File: src/tmqs_pkg.sv
// Shared constants, codes and control types of the typed message queue store.
package tmqs_pkg;

  localparam int NUM_QUEUES  = 8;
  localparam int QUEUE_DEPTH = 128;
  localparam int MSG_WORDS   = 32;

  localparam int SLOT_W  = (NUM_QUEUES > 1) ? $clog2(NUM_QUEUES) : 1;
  localparam int DEPTH_W = (QUEUE_DEPTH > 1) ? $clog2(QUEUE_DEPTH) : 1;
  localparam int CNT_W   = $clog2(QUEUE_DEPTH + 1);
  localparam int WIDX_W  = (MSG_WORDS > 1) ? $clog2(MSG_WORDS) : 1;
  localparam int NW_W    = $clog2(MSG_WORDS + 1);
  localparam int ENT_W   = $clog2(NUM_QUEUES * QUEUE_DEPTH);
  localparam int PAY_AW  = $clog2(NUM_QUEUES * QUEUE_DEPTH * MSG_WORDS);
  localparam int LEN_W   = 9;
  localparam int MAX_BYTES = MSG_WORDS * 8;

  localparam int PADDR_W = 3;
  localparam logic REG_QCOUNT = 1'b0;
  localparam logic REG_QDEPTH = 1'b1;
  localparam logic [3:0] QCOUNT_RST = 4'd5;
  localparam logic [7:0] QDEPTH_RST = 8'd100;

  localparam logic OP_SEND = 1'b0;
  localparam logic OP_RECV = 1'b1;

  typedef enum logic [2:0] {
    ST_OK      = 3'd0,
    ST_QFULL   = 3'd1,
    ST_MAPFULL = 3'd2,
    ST_BAD     = 3'd3,
    ST_EMPTY   = 3'd4,
    ST_SMALL   = 3'd5
  } tmqs_status_e;

  typedef struct packed {
    logic accept;
    logic lookup;
    logic copy;
    logic copy_fl;
    logic len_chk;
    logic emit;
    logic resp;
  } tmqs_cmd_t;

  typedef struct packed {
    logic in_valid;
    logic in_op;
    logic in_last;
    logic op;
    logic lk_ok;
    logic copy_last;
    logic too_small;
    logic emit_last;
    logic out_free;
  } tmqs_sts_t;

endpackage

File: src/tmqs_ctrl.sv
// Controller: sequences lookup, commit copy and receive streaming.
module tmqs_ctrl (
  input  logic                clk_i,
  input  logic                rst_ni,
  input  tmqs_pkg::tmqs_sts_t sts_i,
  output tmqs_pkg::tmqs_cmd_t cmd_o
);
  import tmqs_pkg::*;

  typedef enum logic [8:0] {
    S_IDLE    = 9'b000000001,
    S_LOOKUP  = 9'b000000010,
    S_COPY    = 9'b000000100,
    S_COPY_FL = 9'b000001000,
    S_LEN_RD  = 9'b000010000,
    S_LEN_CHK = 9'b000100000,
    S_EMIT_RD = 9'b001000000,
    S_EMIT_WR = 9'b010000000,
    S_RESP    = 9'b100000000
  } tmqs_state_e;

  tmqs_state_e state_q, state_d;

  always_comb begin
    state_d = state_q;
    cmd_o   = '0;
    case (state_q)
      S_IDLE: begin
        cmd_o.accept = 1'b1;
        if (sts_i.in_valid && (sts_i.in_op == OP_RECV || sts_i.in_last))
          state_d = S_LOOKUP;
      end
      S_LOOKUP: begin
        cmd_o.lookup = 1'b1;
        if (!sts_i.lk_ok)              state_d = S_RESP;
        else if (sts_i.op == OP_RECV)  state_d = S_LEN_RD;
        else                           state_d = S_COPY;
      end
      S_COPY: begin
        cmd_o.copy = 1'b1;
        if (sts_i.copy_last) state_d = S_COPY_FL;
      end
      S_COPY_FL: begin
        cmd_o.copy_fl = 1'b1;
        state_d = S_RESP;
      end
      S_LEN_RD: state_d = S_LEN_CHK;
      S_LEN_CHK: begin
        cmd_o.len_chk = 1'b1;
        state_d = sts_i.too_small ? S_RESP : S_EMIT_RD;
      end
      S_EMIT_RD: state_d = S_EMIT_WR;
      S_EMIT_WR: begin
        if (sts_i.out_free) begin
          cmd_o.emit = 1'b1;
          state_d = sts_i.emit_last ? S_IDLE : S_EMIT_RD;
        end
      end
      S_RESP: begin
        if (sts_i.out_free) begin
          cmd_o.resp = 1'b1;
          state_d = S_IDLE;
        end
      end
      default: state_d = S_IDLE;
    endcase
  end

  always_ff @(posedge clk_i or negedge rst_ni) begin
    if (!rst_ni) state_q <= S_IDLE;
    else         state_q <= state_d;
  end

  a_len_order: assert property (@(posedge clk_i) disable iff (!rst_ni)
    state_q == S_LEN_CHK |-> $past(state_q) == S_LEN_RD)
    else $error("length check without length read");

  a_flush_order: assert property (@(posedge clk_i) disable iff (!rst_ni)
    state_q == S_COPY_FL |-> $past(state_q) == S_COPY)
    else $error("copy flush without copy");

  a_emit_free: assert property (@(posedge clk_i) disable iff (!rst_ni)
    cmd_o.emit || cmd_o.resp |-> sts_i.out_free)
    else $error("result loaded into busy register");

endmodule

File: config.mk
export PLATFORM = sky130hd
export DESIGN_NAME = tmqs_ctrl
export DESIGN_NICKNAME = d
export VERILOG_FILES = /design/src/tmqs_pkg.sv /design/src/tmqs_ctrl.sv
export SDC_FILE = /design/constraint.sdc
export NUM_CORES = 1
export LEC_CHECK = 0
export BUFFER_PORTS_ARGS = -buffer_cell sky130_fd_sc_hd__buf_2
export CELL_PAD_IN_SITES_DETAIL_PLACEMENT = 0
export CELL_PAD_IN_SITES_GLOBAL_PLACEMENT = 2
export CORE_MARGIN = 2
export CORE_UTILIZATION = 29
export CTS_CLUSTER_DIAMETER = 120
export DETAILED_ROUTE_END_ITERATION = 12
export PLACE_DENSITY_LB_ADDON = 0.1
export SLEW_MARGIN = 20
export SYNTH_ARGS = -nofsm -noshare
export SYNTH_HDL_FRONTEND = slang
export SYNTH_SLANG_ARGS = --single-unit
export TNS_END_PERCENT = 20
File: constraint.sdc
create_clock -name clk_i -period 2.1 [get_ports clk_i]
set_input_delay 0.105 -clock clk_i [delete_from_list [all_inputs] [get_ports clk_i]]
set_output_delay 0.105 -clock clk_i [all_outputs]
set_load 0.01 [all_outputs]
==> out/results.tsv <==
metric	value	unit
multiInputGateArea	409	um2
synth_edf_count	0	
seq_area	226	um2
die_w	51.5	um
worst_setup_path_start_kind	flip-flop	
power	0.748	mW
place_area	766	um2
p_leak	0.380	nW
power.density	914	nW/um2
core	2170	um2
yosys_warnings	0	
synth_mux_area_share	3.07	%
fmax	521	MHz
cap_violations	0	
numCtsBuffers	3	
die_h	51.5	um
synth_cells	72	
dieArea	2650	um2
crit_fanout	7	
synth_area	653	um2
cts_tree	built	
async_flop_share	100	%
rsz0062_at_grt	false	
yosysSeqAreaShare	34.7	%
cts.clk_slew.worst_paths	60	ps
post-cts-setup-buffers	0	
final_common_cell	buf_2	
r2r-end	state_q[0]$_DFFE_PN1P_	
cp-end-kind	flip-flop	
synth_adder_area_share	0	%
htreeDepth	1	
antennaDiodeCount	0	
reg2reg_slack	180	ps
drc	0	
rows	17	
timing.final.max_slew_violations	0	
finalCritPeriodShare	91.4	%
fillCellCount	244	
place_congestion	0.757	
vias	647	
ir_worst_vdd	0.420	mV
drtPass1Iterations	4	
grt_pass1_wl	2710	um
skew	3.46	ps
grt_pass1_vias	598	
root_buffer	clkbuf_4	
hold_ws	98.3	ps
r2r-start	state_q[0]$_DFFE_PN1P_	
synth_top_area_share	30.7	%
wirelength	1680	um
gr-usage-all-layers	14.4	%
clock_sinks	9	
synth_area_leaders	dfrtp_1, or4b_2, nor2_1	
synth_area_leader_cell	dfrtp_1	
syn_avg_cell_area	9.07	um2
ant_nets	0	
arrival	2090	ps
synth_top_family_by_area	simple AND/OR/NAND/NOR gates	
largest_reg_flops	9	
worst-setup-path-type	reg2reg	
synth_fp_nets	83	
grt_max_degree	11	
num_io_pins	18	
final_cell_mix	buf_2, nor2_1, dfrtp_1	
first_iter_violations	12	
setup_viol	0	
synth-compound-area-share	14.0	%
routedWlPerCell	14.0	um
utilization	37.7	%
globalRouteOverflowTotal	0	
post_synth_num_cell_types	36	
crit_path_start	state_q[0]$_DFFE_PN1P_	
synth-simple-area-share	39.1	%
min_period	1920	ps
preCtsSetupSlack	126	ps
hold_violations	0	
numPortBuffers	17	
start_util	30.1	%
insertion_delay	260	ps
status	finished, final reports clean	
biggestRegsByFlops	state_q (9)	
worstRegToRegCells	4	
fin_tns_setup	0	ps
design_area	818	um2
grt_antenna_before_repair	0	
drive_gt1_share	39.1	%
slew-limit-headroom	77.6	%
top_register	state_q	
ys_ff_latch	9	
cts_buffer_depth	2	
area_growth	25.3	%
stdcell_count	120	
drt-vias-per-instance	5.39	
setup_slack	180	ps
place_hpwl	1310	um
synth_ff_type	dfrtp_1	
synth_xor_area_share	4.02	%
critPathRequiredTime	2270	ps
tightest_slew	333	ps
min_path_type	in2reg	
finalNetCount	104	
placed_cells_incl_taps	115	
crit_end	state_q[0]$_DFFE_PN1P_	
## worst min path at each step
stage,slack [ps],startpoint,cells past startpoint,to
2_1_floorplan,-190,rst_ni,0,state_q[1]$_DFFE_PN0P_
3_3_place_gp,-20,rst_ni,1,state_q[3]$_DFFE_PN0P_
3_5_place_dp,-30,rst_ni,1,state_q[3]$_DFFE_PN0P_
4_1_cts,90,sts_i[5],2,state_q[4]$_DFFE_PN0P_
5_1_grt,100,sts_i[5],2,state_q[4]$_DFFE_PN0P_
6_report,100,sts_i[5],2,state_q[4]$_DFFE_PN0P_
## cells in the mapped netlist (2+ instances only)
master	n
o22ai_1	2
mux2i_1	2
nand2_1	3
xnor2_1	3
and3_1	2
or4_1	2
nor4_1	2
or2_2	2
dfrtp_1	8
clkbuf_1	3
nor2_1	10
or4b_2	4
nand4b_1	2
a21oi_1	2
nor3_1	4
## report_power, final
group          total (mW)  switching (mW)  internal [mW]  leakage, nW
sequential          0.265          0.0555          0.209        0.121
clock               0.134          0.0610         0.0733       0.0150
combinational       0.349           0.184          0.165        0.245
## cell families after synthesis
logic type             count (synthesis)
AO/OA/AOI/OAI                         12
multiplexers                           2
buffers and inverters                  6
flip-flops                             9
AND/OR/NAND/NOR                       40
XOR/XNOR                               3
## cell type report
class,instances,area share [%]
well taps,28,4.28
inverters,1,0.459
multi-input cells,57,50.0
repair buffers,21,14.4
clock buffers,4,3.21
flip-flops and latches,9,27.7
## worst max-delay path: stages (launching register included)
cell      delay, ps
dfstp_2         600
or4b_2          660
o22ai_2         220
a22oi_1         100
a211oi_1        250
## repair_timing
item,in CTS,in global routing
setup endpoints to repair,0,3
hold buffers,1,0
resized for setup,0,3
endpoints found under the hold margin,9,0
## routing by layer
layer | up-vias | wire length, um | track usage [%]
met1 | 316 | 792 | 18.5
met5 | - | 0 | 0
met3 | 2 | 106 | 4.68
li1 | 313 | - | -
met2 | 16 | 761 | 20.3
met4 | 0 | 16 | 9.21
Power figures use the tool's default switching activity.
